`src/scnr_pkg.sv`:
```
// ----------------------------------------------------------------------------
// scnr_pkg
// Shared types and constants for the square crop and nearest-neighbor resize
// block: configuration view, latched window, and the per-pixel job record.
// ----------------------------------------------------------------------------
`default_nettype none

package scnr_pkg;

	// output square side and source frame limits
	localparam int OUT_SIDE = 96;
	localparam logic [10:0] MIN_FRAME_DIM = 11'd96;
	localparam logic [10:0] MAX_FRAME_DIM = 11'd1024;
	localparam logic [10:0] MIN_BOX_SIDE = 11'd16;

	// x * 6 / 5 as (x * 78648) >> 16, exact for x below 2048
	localparam logic [16:0] SIDE_SCALE = 17'd78648;

	// most output indices one source step can cover (side never below 19)
	localparam int MAX_STEP = 6;

	// beat widths on the stream ports
	localparam int IN_TDATA_W = 16;
	localparam int OUT_TDATA_W = 40;

	// register indexes on the config write port
	typedef enum logic [2:0] {
		REG_FRAME_WIDTH  = 3'd0,
		REG_FRAME_HEIGHT = 3'd1,
		REG_SWAP_BYTES   = 3'd2,
		REG_BOX_LEFT     = 3'd3,
		REG_BOX_TOP      = 3'd4,
		REG_BOX_WIDTH    = 3'd5,
		REG_BOX_HEIGHT   = 3'd6
	} cfg_reg_t;

	// j * side - OUT_SIDE for j = 0 .. MAX_STEP
	typedef logic [MAX_STEP:0][13:0] step_off_t;

	// saturated frame size and byte order, from the register file
	typedef struct packed {
		logic [10:0] fw;
		logic [10:0] fh;
		logic        swap;
	} cfg_t;

	// crop window as latched at frame start
	typedef struct packed {
		logic [9:0]  left;
		logic [9:0]  top;
		logic [10:0] side;
		step_off_t   off;
	} win_t;

	// one source pixel that lands in the window: its pixel and output spans
	typedef struct packed {
		logic [15:0] pix;
		logic [6:0]  c0;
		logic [6:0]  c1;
		logic [6:0]  r0;
		logic [6:0]  r1;
	} job_t;

endpackage

`default_nettype wire

```
`src/scnr_window.sv`:
```
// ----------------------------------------------------------------------------
// scnr_window
// Register file and a five-stage pipeline that derives the square crop
// window from the box and frame registers. Holds off the front end until
// the pipeline has settled after reset or a register write.
// ----------------------------------------------------------------------------
`default_nettype none

module scnr_window
	import scnr_pkg::*;
(
	input  wire logic        clk,
	input  wire logic        arst_n,
	input  wire logic        cfg_we,
	input  wire logic [2:0]  cfg_index,
	input  wire logic [10:0] cfg_data,
	output cfg_t             cfg,
	output win_t             cand,
	output logic             ready
);

	localparam logic [2:0] SETTLE_CYCLES = 3'd5;

	function automatic logic [10:0] clamp_dim(input logic [10:0] v);
		logic [10:0] r;
		r = v;
		if (v < MIN_FRAME_DIM) r = MIN_FRAME_DIM;
		if (v > MAX_FRAME_DIM) r = MAX_FRAME_DIM;
		return r;
	endfunction

	logic [10:0] frame_width_q, frame_height_q;
	logic        swap_bytes_q;
	logic [9:0]  box_left_q, box_top_q;
	logic [10:0] box_width_q, box_height_q;
	logic [10:0] fw_sat_q, fh_sat_q;
	logic [2:0]  settle_q;

	// register writes
	always_ff @(posedge clk or negedge arst_n) begin
		if (!arst_n) begin
			frame_width_q  <= 11'd224;
			frame_height_q <= 11'd224;
			swap_bytes_q   <= 1'b0;
			box_left_q     <= '0;
			box_top_q      <= '0;
			box_width_q    <= '0;
			box_height_q   <= '0;
		end else if (cfg_we) begin
			case (cfg_reg_t'(cfg_index))
				REG_FRAME_WIDTH:  frame_width_q  <= cfg_data;
				REG_FRAME_HEIGHT: frame_height_q <= cfg_data;
				REG_SWAP_BYTES:   swap_bytes_q   <= cfg_data[0];
				REG_BOX_LEFT:     box_left_q     <= cfg_data[9:0];
				REG_BOX_TOP:      box_top_q      <= cfg_data[9:0];
				REG_BOX_WIDTH:    box_width_q    <= cfg_data;
				REG_BOX_HEIGHT:   box_height_q   <= cfg_data;
				default: ;
			endcase
		end
	end

	// settle counter: restarts on every write
	always_ff @(posedge clk or negedge arst_n) begin
		if (!arst_n) begin
			settle_q <= SETTLE_CYCLES;
		end else if (cfg_we) begin
			settle_q <= SETTLE_CYCLES;
		end else if (settle_q != 3'd0) begin
			settle_q <= settle_q - 3'd1;
		end
	end

	assign ready = (settle_q == 3'd0) && !cfg_we;

	// saturated frame size for the counters
	always_ff @(posedge clk) begin
		fw_sat_q <= clamp_dim(frame_width_q);
		fh_sat_q <= clamp_dim(frame_height_q);
	end

	assign cfg.fw   = fw_sat_q;
	assign cfg.fh   = fh_sat_q;
	assign cfg.swap = swap_bytes_q;

	// stage 1: base side and box center
	logic [10:0] wh_max, side0;
	logic [10:0] side0_s1, fw_s1, fh_s1;
	logic [11:0] cx_s1, cy_s1;

	assign wh_max = (box_width_q > box_height_q) ? box_width_q : box_height_q;
	assign side0  = (wh_max < MIN_BOX_SIDE) ? MIN_BOX_SIDE : wh_max;

	always_ff @(posedge clk) begin
		side0_s1 <= side0;
		cx_s1    <= {2'b0, box_left_q} + {2'b0, box_width_q[10:1]};
		cy_s1    <= {2'b0, box_top_q} + {2'b0, box_height_q[10:1]};
		fw_s1    <= clamp_dim(frame_width_q);
		fh_s1    <= clamp_dim(frame_height_q);
	end

	// stage 2: side * 6 / 5
	logic [27:0] side_prod;
	logic [11:0] side_s2, cx_s2, cy_s2;
	logic [10:0] fw_s2, fh_s2;

	assign side_prod = {17'b0, side0_s1} * {11'b0, SIDE_SCALE};

	always_ff @(posedge clk) begin
		side_s2 <= side_prod[27:16];
		cx_s2   <= cx_s1;
		cy_s2   <= cy_s1;
		fw_s2   <= fw_s1;
		fh_s2   <= fh_s1;
	end

	// stage 3: centered origin clamped at zero, room left in the frame
	logic [12:0] xd, yd, fwd, fhd;
	logic [11:0] xa_s3, ya_s3, side_s3;
	logic [10:0] fw_room_s3, fh_room_s3, fw_s3, fh_s3;

	assign xd  = {1'b0, cx_s2} - {2'b0, side_s2[11:1]};
	assign yd  = {1'b0, cy_s2} - {2'b0, side_s2[11:1]};
	assign fwd = {2'b0, fw_s2} - {1'b0, side_s2};
	assign fhd = {2'b0, fh_s2} - {1'b0, side_s2};

	always_ff @(posedge clk) begin
		xa_s3      <= xd[12] ? 12'd0 : xd[11:0];
		ya_s3      <= yd[12] ? 12'd0 : yd[11:0];
		fw_room_s3 <= (!fwd[12] && fwd != 13'd0) ? fwd[10:0] : 11'd0;
		fh_room_s3 <= (!fhd[12] && fhd != 13'd0) ? fhd[10:0] : 11'd0;
		side_s3    <= side_s2;
		fw_s3      <= fw_s2;
		fh_s3      <= fh_s2;
	end

	// stage 4: keep the window inside the frame, then shrink to the frame
	logic [12:0] xend, yend;
	logic [11:0] xb, yb, xc, yc, side1, side2;
	logic        side_gt_fw, side_gt_fh;
	logic [9:0]  left_s4, top_s4;
	logic [10:0] side_s4;

	always_comb begin
		xend       = {1'b0, xa_s3} + {1'b0, side_s3};
		yend       = {1'b0, ya_s3} + {1'b0, side_s3};
		xb         = (xend > {2'b0, fw_s3}) ? {1'b0, fw_room_s3} : xa_s3;
		yb         = (yend > {2'b0, fh_s3}) ? {1'b0, fh_room_s3} : ya_s3;
		side_gt_fw = side_s3 > {1'b0, fw_s3};
		side1      = side_gt_fw ? {1'b0, fw_s3} : side_s3;
		xc         = side_gt_fw ? 12'd0 : xb;
		side_gt_fh = side1 > {1'b0, fh_s3};
		side2      = side_gt_fh ? {1'b0, fh_s3} : side1;
		yc         = side_gt_fh ? 12'd0 : yb;
	end

	always_ff @(posedge clk) begin
		left_s4 <= xc[9:0];
		top_s4  <= yc[9:0];
		side_s4 <= side2[10:0];
	end

	// stage 5: step offsets j * side - OUT_SIDE
	step_off_t off_c;
	win_t      cand_s5;

	always_comb begin
		for (int j = 0; j <= MAX_STEP; j++) begin
			off_c[j] = 14'({3'b0, side_s4} * 14'(j)) - 14'(OUT_SIDE);
		end
	end

	always_ff @(posedge clk) begin
		cand_s5.left <= left_s4;
		cand_s5.top  <= top_s4;
		cand_s5.side <= side_s4;
		cand_s5.off  <= off_c;
	end

	assign cand = cand_s5;

endmodule

`default_nettype wire

```
`src/scnr_front.sv`:
```
// ----------------------------------------------------------------------------
// scnr_front
// Input side: tracks the source position, latches the window at frame
// start, and steps a nearest-neighbor boundary tracker per axis so that each
// pixel's span of output rows and columns is known combinationally as the
// pixel is taken. Pixels that produce output are queued as jobs.
// ----------------------------------------------------------------------------
`default_nettype none

module scnr_front
	import scnr_pkg::*;
(
	input  wire logic                  clk,
	input  wire logic                  arst_n,
	input  wire logic                  s_axis_tvalid,
	output logic                       s_axis_tready,
	input  wire logic [IN_TDATA_W-1:0] s_axis_tdata,
	input  wire logic                  s_axis_tuser,
	input  wire cfg_t                  cfg,
	input  wire win_t                  cand,
	input  wire logic                  cand_ready,
	input  wire logic                  q_full,
	output logic                       q_push,
	output job_t                       q_job
);

	// first output index at or past the current source offset, and
	// the remainder d * side - o * OUT_SIDE
	typedef struct packed {
		logic [6:0] d;
		logic [9:0] r;
	} dda_t;

	// advance the tracker by one source pixel
	function automatic dda_t dda_step(input dda_t cur, input step_off_t off);
		logic signed [14:0] sum;
		dda_t               nxt;
		logic               found;
		nxt.d = cur.d + 7'(MAX_STEP);
		nxt.r = '0;
		found = 1'b0;
		for (int j = 0; j <= MAX_STEP; j++) begin
			sum = $signed({5'b0, cur.r}) + $signed({off[j][13], off[j]});
			if (!found && !sum[14]) begin
				found = 1'b1;
				nxt.d = cur.d + 7'(j);
				nxt.r = sum[9:0];
			end
		end
		return nxt;
	endfunction

	logic [9:0]  src_col_q;
	logic [10:0] src_row_q;
	win_t        win_q;
	dda_t        ccur_q, rcur_q;

	logic        accept, fs;
	logic [9:0]  col;
	logic [10:0] row, oy, col_inc, ox;
	win_t        win;
	dda_t        col_eff, row_eff, col_nxt, row_nxt;
	logic        col_in, row_in, in_win, wrap;
	logic [15:0] pix;

	assign s_axis_tready = cand_ready && !q_full;
	assign accept        = s_axis_tvalid && s_axis_tready;
	assign fs            = s_axis_tuser;

	// classify the beat against the window
	always_comb begin
		col     = fs ? 10'd0 : src_col_q;
		row     = fs ? 11'd0 : src_row_q;
		win     = fs ? cand : win_q;
		col_eff = (col == win.left) ? dda_t'('0) : ccur_q;
		row_eff = (row == {1'b0, win.top}) ? dda_t'('0) : rcur_q;
		col_nxt = dda_step(col_eff, win.off);
		row_nxt = dda_step(row_eff, win.off);
		ox      = {1'b0, col} - {1'b0, win.left};
		oy      = row - {1'b0, win.top};
		col_in  = (col >= win.left) && (ox < win.side);
		row_in  = (row >= {1'b0, win.top}) && (oy < win.side);
		in_win  = (win.side != 11'd0) && (row < cfg.fh) && col_in && row_in;
		col_inc = {1'b0, col} + 11'd1;
		wrap    = col_inc >= cfg.fw;
		pix     = cfg.swap ? {s_axis_tdata[7:0], s_axis_tdata[15:8]} : s_axis_tdata;
	end

	// queue a job only when both spans are non-empty
	assign q_push   = accept && in_win && (col_nxt.d != col_eff.d) && (row_nxt.d != row_eff.d);
	assign q_job.pix = pix;
	assign q_job.c0  = col_eff.d;
	assign q_job.c1  = col_nxt.d;
	assign q_job.r0  = row_eff.d;
	assign q_job.r1  = row_nxt.d;

	// source position and tracker state
	always_ff @(posedge clk or negedge arst_n) begin
		if (!arst_n) begin
			src_col_q <= '0;
			src_row_q <= '0;
			win_q     <= '0;
			ccur_q    <= '0;
			rcur_q    <= '0;
		end else if (accept) begin
			win_q  <= win;
			ccur_q <= col_nxt;
			if (wrap) begin
				src_col_q <= '0;
				if (row < cfg.fh) begin
					src_row_q <= row + 11'd1;
					rcur_q    <= row_nxt;
				end else begin
					src_row_q <= row;
				end
			end else begin
				src_col_q <= col_inc[9:0];
				src_row_q <= row;
			end
		end
	end

endmodule

`default_nettype wire

```
`src/scnr_fifo.sv`:
```
// ----------------------------------------------------------------------------
// scnr_fifo
// Four-entry job queue between the front end and the result generator.
// ----------------------------------------------------------------------------
`default_nettype none

module scnr_fifo
	import scnr_pkg::*;
(
	input  wire logic clk,
	input  wire logic arst_n,
	input  wire logic push,
	input  wire job_t push_job,
	input  wire logic pop,
	output logic      full,
	output logic      valid,
	output job_t      head
);

	localparam int DEPTH = 4;

	job_t       mem_q [DEPTH];
	logic [1:0] wr_ptr_q, rd_ptr_q;
	logic [2:0] count_q;

	assign full  = (count_q == 3'(DEPTH));
	assign valid = (count_q != 3'd0);
	assign head  = mem_q[rd_ptr_q];

	// storage
	always_ff @(posedge clk) begin
		if (push) begin
			mem_q[wr_ptr_q] <= push_job;
		end
	end

	// pointers and fill level
	always_ff @(posedge clk or negedge arst_n) begin
		if (!arst_n) begin
			wr_ptr_q <= '0;
			rd_ptr_q <= '0;
			count_q  <= '0;
		end else begin
			if (push) wr_ptr_q <= wr_ptr_q + 2'd1;
			if (pop) rd_ptr_q <= rd_ptr_q + 2'd1;
			case ({push, pop})
				2'b10:   count_q <= count_q + 3'd1;
				2'b01:   count_q <= count_q - 3'd1;
				default: count_q <= count_q;
			endcase
		end
	end

endmodule

`default_nettype wire

```
`src/scnr_back.sv`:
```
// ----------------------------------------------------------------------------
// scnr_back
// Result generator: walks the output rows and columns of the job at the queue
// head, one beat per cycle unless the output stalls, into an output register.
// ----------------------------------------------------------------------------
`default_nettype none

module scnr_back
	import scnr_pkg::*;
(
	input  wire logic                   clk,
	input  wire logic                   arst_n,
	input  wire logic                   q_valid,
	input  wire job_t                   q_head,
	output logic                        q_pop,
	output logic                        m_axis_tvalid,
	input  wire logic                   m_axis_tready,
	output logic [OUT_TDATA_W-1:0]      m_axis_tdata,
	output logic                        m_axis_tlast
);

	logic                   busy_q;
	logic [6:0]             col_q, row_q;
	logic                   out_valid_q, out_last_q;
	logic [OUT_TDATA_W-1:0] out_data_q;

	logic       advance, fire, last_c, last;
	logic [6:0] cur_c, cur_r;
	logic [7:0] chan_low, chan_mid, chan_high;

	assign advance = !out_valid_q || m_axis_tready;
	assign fire    = advance && q_valid;

	// position inside the current job
	always_comb begin
		cur_c     = busy_q ? col_q : q_head.c0;
		cur_r     = busy_q ? row_q : q_head.r0;
		last_c    = (cur_c + 7'd1) == q_head.c1;
		last      = last_c && ((cur_r + 7'd1) == q_head.r1);
		chan_low  = {q_head.pix[4:0], 3'b0};
		chan_mid  = {q_head.pix[10:5], 2'b0};
		chan_high = {q_head.pix[15:11], 3'b0};
	end

	assign q_pop = fire && last;

	// walk the span and fill the output register
	always_ff @(posedge clk or negedge arst_n) begin
		if (!arst_n) begin
			busy_q      <= 1'b0;
			col_q       <= '0;
			row_q       <= '0;
			out_valid_q <= 1'b0;
			out_last_q  <= 1'b0;
		end else if (advance) begin
			out_valid_q <= q_valid;
			if (fire) begin
				out_last_q <= last;
				busy_q     <= !last;
				col_q      <= last_c ? q_head.c0 : cur_c + 7'd1;
				row_q      <= last_c ? cur_r + 7'd1 : cur_r;
			end
		end
	end

	// result payload
	always_ff @(posedge clk) begin
		if (fire) begin
			out_data_q <= {2'b0, chan_high, chan_mid, chan_low, cur_r, cur_c};
		end
	end

	assign m_axis_tvalid = out_valid_q;
	assign m_axis_tdata  = out_data_q;
	assign m_axis_tlast  = out_last_q;

endmodule

`default_nettype wire

```
`src/square_crop_nearest_resize_top.sv`:
```
// ----------------------------------------------------------------------------
// square_crop_nearest_resize_top
// Crops a square window around a configured box out of a 565 pixel stream
// and resamples it to 96 x 96 by nearest neighbor, one result per output
// pixel as each source pixel arrives.
// ----------------------------------------------------------------------------
// The input takes one source pixel per cycle as long as the four-entry job
// queue has room. A pixel inside the window produces between 0 and 36
// results (rows times columns of its nearest-neighbor span); the back end
// sends them one beat per cycle unless stalled, so a run of upscaled pixels
// paces the input by their results, while a downscaled window keeps the full
// one-pixel-per-cycle rate unless the output stalls. The window is derived
// from the registers by a five-stage pipeline: after reset and after every
// register write the input is held off until it settles. Register writes
// are expected only while the block is idle; the window itself is taken
// from the registers on the beat that carries frame start.
// ----------------------------------------------------------------------------
`default_nettype none

module square_crop_nearest_resize_top
	import scnr_pkg::*;
(
	input  wire logic                   clk,
	input  wire logic                   arst_n,
	// config write port
	input  wire logic                   cfg_we,
	input  wire logic [2:0]             cfg_index,
	input  wire logic [10:0]            cfg_data,
	// source pixels
	input  wire logic                   s_axis_tvalid,
	output logic                        s_axis_tready,
	input  wire logic [IN_TDATA_W-1:0]  s_axis_tdata,   // byte_first[7:0], byte_second[15:8]
	input  wire logic                   s_axis_tuser,   // frame_start
	// resized pixels
	output logic                        m_axis_tvalid,
	input  wire logic                   m_axis_tready,
	output logic [OUT_TDATA_W-1:0]      m_axis_tdata,   // dest_col[6:0], dest_row[13:7],
	                                                    // chan_low[21:14], chan_mid[29:22],
	                                                    // chan_high[37:30], zero[39:38]
	output logic                        m_axis_tlast    // run_last
);

	cfg_t cfg;
	win_t cand;
	logic win_ready;
	logic q_push, q_pop, q_full, q_valid;
	job_t q_job, q_head;

	scnr_window u_window (
		.clk       (clk),
		.arst_n    (arst_n),
		.cfg_we    (cfg_we),
		.cfg_index (cfg_index),
		.cfg_data  (cfg_data),
		.cfg       (cfg),
		.cand      (cand),
		.ready     (win_ready)
	);

	scnr_front u_front (
		.clk           (clk),
		.arst_n        (arst_n),
		.s_axis_tvalid (s_axis_tvalid),
		.s_axis_tready (s_axis_tready),
		.s_axis_tdata  (s_axis_tdata),
		.s_axis_tuser  (s_axis_tuser),
		.cfg           (cfg),
		.cand          (cand),
		.cand_ready    (win_ready),
		.q_full        (q_full),
		.q_push        (q_push),
		.q_job         (q_job)
	);

	scnr_fifo u_fifo (
		.clk      (clk),
		.arst_n   (arst_n),
		.push     (q_push),
		.push_job (q_job),
		.pop      (q_pop),
		.full     (q_full),
		.valid    (q_valid),
		.head     (q_head)
	);

	scnr_back u_back (
		.clk           (clk),
		.arst_n        (arst_n),
		.q_valid       (q_valid),
		.q_head        (q_head),
		.q_pop         (q_pop),
		.m_axis_tvalid (m_axis_tvalid),
		.m_axis_tready (m_axis_tready),
		.m_axis_tdata  (m_axis_tdata),
		.m_axis_tlast  (m_axis_tlast)
	);

	// the front never queues into a full queue
	a_no_overflow: assert property (@(posedge clk) disable iff (!arst_n)
		q_push |-> !q_full)
		else $error("job queued while queue full");

	// every queued job covers at least one output row and column
	a_job_nonempty: assert property (@(posedge clk) disable iff (!arst_n)
		q_valid |-> (q_head.c0 < q_head.c1) && (q_head.r0 < q_head.r1))
		else $error("empty job at queue head");

	// no pixel is taken before the window pipeline has settled
	a_ready_settled: assert property (@(posedge clk) disable iff (!arst_n)
		s_axis_tready |-> win_ready)
		else $error("input ready while window pipeline unsettled");

	// a popped job ends with a last-of-run beat
	a_pop_last: assert property (@(posedge clk) disable iff (!arst_n)
		q_pop |=> m_axis_tvalid && m_axis_tlast)
		else $error("job popped without run_last beat");

endmodule

`default_nettype wire
```
`config.mk`:
```
export PLATFORM = sky130hd
export DESIGN_NAME = square_crop_nearest_resize_top
export DESIGN_NICKNAME = d
export VERILOG_FILES = /design/src/scnr_pkg.sv /design/src/scnr_window.sv /design/src/scnr_front.sv /design/src/scnr_fifo.sv /design/src/scnr_back.sv /design/src/square_crop_nearest_resize_top.sv
export SDC_FILE = /design/constraint.sdc
export NUM_CORES = 2
export LEC_CHECK = 0
export BUFFER_PORTS_ARGS = -buffer_cell sky130_fd_sc_hd__buf_4
export CORE_MARGIN = 1
export CORE_UTILIZATION = 64
export DETAILED_ROUTE_END_ITERATION = 8
export PLACE_DENSITY = 0.82
export SETUP_SLACK_MARGIN = 0.02
export SLEW_MARGIN = 10
export SYNTH_ARGS = -nofsm -noshare
export SYNTH_HDL_FRONTEND = slang
export SYNTH_SLANG_ARGS = --single-unit
export TNS_END_PERCENT = 50
```
`constraint.sdc`:
```
create_clock -name clk -period 8.2 [get_ports clk]
set_input_delay 1.64 -clock clk [delete_from_list [all_inputs] [get_ports clk]]
set_output_delay 1.64 -clock clk [all_outputs]
set_load 0.005 [all_outputs]
```
==> impl_summary.txt <==
----------------------------------------------------
[Status]
  Run status ... completed

[Placement]
  Post-placement setup slack ... about 0.33 ns
  Routability congestion estimate from global placement ... 1.00
  Detailed placement HPWL ... around 100000 um
  Input/output buffers ... 68
  Count of placed standard cells including taps ... 5509

[CTS]
  Register clock-pin slew on the reported worst setup and hold paths ... about 0.070 ns
  TritonCTS Sinks ... 792
  H-tree levels ... 3
  Number of gates resized after cts ... 0
  Root buffer selected by CTS ... sky130_fd_sc_hd__clkbuf_16
  Clock latency at the later pin of the worst-skew pair ... 0.66 ns
  TritonCTS clock tree ... done
  TritonCTS Buffers ... slightly above 80
  Clock Path Buffers ... 3
  Total setup buffers inserted after CTS ... 0
  Number of buffers inserted for hold repair after clock tree synthesis ... 0

[Critical path]
  Worst endpoint required time ... 8.73 ns
  CP Launch Type ... input pin
  Setup crit end kind ... flip-flop
  Max stage delay on crit path ... just under 0.8 ns
  Kind of critical path ... input pin to flip-flop
  Slowest library cell on the worst path ... sky130_fd_sc_hd__or4_1
  Cell family with most CP delay ... simple AND/OR/NAND/NOR gates
  Worst-path maximum fanout ... 45
  Number of buffer and inverter instances along the worst setup path ... 4
  Arrival time at the worst endpoint ... 8.12 ns

[Pwr]
  Pwr per Cell Area ... approximately 480 mW/mm2
  Peak supply drop ... 0.00195 V
  Leakage component of the power ... 23.3 nW

[STA]
  Final period utilization ... 92.6%
  Finish-stage setup viols ... 0
  Highest attainable clock frequency ... 0.132 GHz
  Clock skew ... roughly 0.038 ns
  Max-slew violations ... 0
  Crit path time final ... 7.59 ns
  Sum of negative setup slack ... 0 ns
  Setup repair after global routing missed its margin ... no
  Final hold violation count ... 0
  Worst-case setup margin in the final layout ... 0.609 ns
  Transition time at the pin with the least slew margin ... between 1 and 1.5 ns
  Rel. slew slack ... between 10% and 20%

[Final layout]
  Layout Nets ... 5232
  Share of layout cells above drive strength 1 ... 12.3%
  Area grow syn2layout ... 9.66%
  ANT cells ... 0
  Finished Layout Cells ... 5662

[GRT]
  Pin count of the biggest net entering global routing ... 111
  Number of global-route vias before repair ... 35163
  Number of antenna violations at the first check in global routing ... 4
  Wire length of the first global-routing pass ... just over 200000 um
  All-Layer GR Usage ... 36.4%
  Total congestion overflow ... 0

[Synthesis]
  Synth top area share ... 14.3%
  EDFF count, synth ... roughly 200
  Sequential area share after synthesis ... 41.1%
  Most used DFF post-synth ... sky130_fd_sc_hd__dfxtp_1
  Number of warnings printed during yosys synthesis ... 0
  Cell Area, Synth ... 0.0469 mm2
  Distinct cell type count after synthesis ... approximately 110
  Share of synthesized flip-flops with an asynchronous set or reset ... 34.8%
  Mean instance size in the synthesized netlist ... 10.3 um2
  FF+latch count, synth ... 792
  Leading post-synthesis cells by cell area ... sky130_fd_sc_hd__dfrtp_1 14%, sky130_fd_sc_hd__dfxtp_1 13%, sky130_fd_sc_hd__edfxtp_1 13%
  Post-synthesis cell count ... 4553
  Post-synth top area cell ... sky130_fd_sc_hd__dfrtp_1

[Run]
  Number of max-cap violations ... 0

[Route]
  Detailed-route via count ... 35774
  Number of iterations in the first detailed-routing pass ... 6
  Remaining number of nets flagged by the antenna check after routing ... 0
  Avg Vias per Cell ... 6.32
  Total wire length after detailed routing ... 134000 um
  DR DRC count ... 0
  Starting DRT DRC Count ... just under 4000
  Routed len/inst ... 23.7 um

[Floorplan]
  Count of pins on the block boundary ... 79
  Starting density of the core ... about two thirds
  Die extent in x ... approximately 270 um
  Row Count ... 98
  Y dimension of the die ... between 200 and 300 um
  Area of the core region ... 0.0720 mm2
  Total Die Area ... 0.0744 mm2

[Worst hold path]
  Hold Path Class ... flip-flop to flip-flop

----------------------------------------------------
-- logic make-up after synthesis --
family	Yosys count	share of synthesized area (%)
AO/OA/AOI/OAI	962	13.2
XOR/XNOR	298	5.56
adder cells (fa/ha/maj)	562	16.2
buffers and inverters	504	4.30
flip-flops	792	41.1
multiplexers	296	8.02
other	1	0.00799
AND/OR/NAND/NOR	1138	11.5
-- registers in the layout (all words and copies together) (netlist names), 12 cells and up --
register and cells:
u_front.ccur_q 17, u_fifo.mem_q 176, u_window.cand 90, u_window.side_s2 12, u_front.win_q 129, u_back.m_axis_tdata 30
u_window.side_s3 12, u_front.rcur_q 17, u_window.ya_s3 12, u_window.xa_s3 12
-- Yosys cell counts, types with 9 or more instances --
cell                       instances
sky130_fd_sc_hd__a211oi_1         18
sky130_fd_sc_hd__a21boi_0         24
sky130_fd_sc_hd__a21o_1           81
sky130_fd_sc_hd__a21oi_1         235
sky130_fd_sc_hd__a221oi_1         20
sky130_fd_sc_hd__a22oi_1          11
sky130_fd_sc_hd__a31oi_1          39
sky130_fd_sc_hd__a32oi_1           9
sky130_fd_sc_hd__and2_1           50
sky130_fd_sc_hd__and3_1           27
sky130_fd_sc_hd__buf_1            20
sky130_fd_sc_hd__buf_2            20
sky130_fd_sc_hd__buf_4            12
sky130_fd_sc_hd__clkbuf_1         93
sky130_fd_sc_hd__dfrtp_1         268
sky130_fd_sc_hd__dfxtp_1         310
sky130_fd_sc_hd__edfxtp_1        206
sky130_fd_sc_hd__fa_1             78
sky130_fd_sc_hd__ha_1            475
sky130_fd_sc_hd__inv_1           342
sky130_fd_sc_hd__inv_2            10
sky130_fd_sc_hd__mux2_2          164
sky130_fd_sc_hd__mux2i_1          79
sky130_fd_sc_hd__mux4_2           44
sky130_fd_sc_hd__nand2_1         434
sky130_fd_sc_hd__nand2b_1         47
sky130_fd_sc_hd__nand3_1          75
sky130_fd_sc_hd__nand4_1          39
sky130_fd_sc_hd__nor2_1          228
sky130_fd_sc_hd__nor2b_1          77
sky130_fd_sc_hd__nor3_1           73
sky130_fd_sc_hd__nor3b_1           9
sky130_fd_sc_hd__nor4_1           12
sky130_fd_sc_hd__o211ai_1         34
sky130_fd_sc_hd__o21a_1           39
sky130_fd_sc_hd__o21ai_0         243
sky130_fd_sc_hd__o21ai_1          21
sky130_fd_sc_hd__o21bai_1         42
sky130_fd_sc_hd__o221ai_1         16
sky130_fd_sc_hd__o22ai_1          13
sky130_fd_sc_hd__o31ai_1          11
sky130_fd_sc_hd__or2_2            16
sky130_fd_sc_hd__or3_1            13
sky130_fd_sc_hd__xnor2_1         215
sky130_fd_sc_hd__xor2_1           83
-- layer usage --
metal | wire, um | share of wire, % | GRT usage [%] | up-vias
li1 | - | - | - | 16330
met1 | 56700 | 42 | 50.7 | 17283
met2 | 60100 | 45 | 56.8 | 1774
met3 | 11600 | 8.7 | 5.87 | 387
met4 | 5650 | 4.2 | 14.7 | 0
met5 | 0 | 0 | 0 | -
-- placed cells by master (no fill, tap or decap), drive strengths merged, types with 15 or more instances in the layout --
master  count
a211oi     20
nand4      39
o21ai     265
clkinv     27
dfrtp     268
nand2     434
o221ai     17
or2        17
a21oi     236
a21o       81
mux2      168
o21a       39
mux2i      84
nand2b     47
nor2      228
nor2b      77
fa         78
inv       361
xnor2     215
xor2       83
nor4       15
a21boi     26
buf       148
a221oi     22
nand3      77
o21bai     42
o211ai     34
clkbuf    112
ha        475
mux4       44
a31oi      42
edfxtp    206
and3       27
nor3       74
and2       50
dfxtp     310
-- power breakdown --
group	switching, mW	internal [mW]
sequential	0.830	5.22
combinational	8.64	6.18
clock	1.67	2.19
-- worst paths after layout --
check / from / end / slack (ns) / cells past startpoint
worst min register to register: u_window.top_s4[8]$_SDFF_PP0_ / u_window.cand[117]$_DFF_P_ / 0.32 / 0
worst max register to register: u_front.src_row_q[9]$_DFFE_PN0P_ / u_fifo.count_q[2]$_DFFE_PN0P_ / 1.58 / 24
worst max-delay path: s_axis_tuser / u_fifo.count_q[2]$_DFFE_PN0P_ / 0.61 / 25
min in group asynchronous: arst_n / u_window.settle_q[1]$_DFFE_PN0P_ / 1.01 / 1
max in group asynchronous: arst_n / u_front.rcur_q[15]$_DFFE_PN0P_ / 5.76 / 2
worst min-delay path: u_window.top_s4[8]$_SDFF_PP0_ / u_window.cand[117]$_DFF_P_ / 0.32 / 0
-- final cells by class --
cell class / count / area [um2]
inverters: 353 / 1330
flip-flops and latches: 792 / 19300
clock inverters: 41 / 403
repair buffers: 148 / 1150
fillers: 5021 / 20500
multi-input cells: 3266 / 25700
clock buffers: 112 / 2400
well taps: 950 / 1190
-- stage by stage --
step	total power [mW]	utilization, %	hold slack [ns]	area (um2)
4_1_cts	24.5	71.5	0.321	51500
2_1_floorplan	16.4	-	0.310	47000
5_1_grt	26.6	71.5	0.328	51500
3_5_place_dp	20.4	67.6	0.312	48700
6_report	24.7	71.5	0.321	51500
3_3_place_gp	20.0	67.6	0.310	48700
Power figures use the tool's default switching activity.
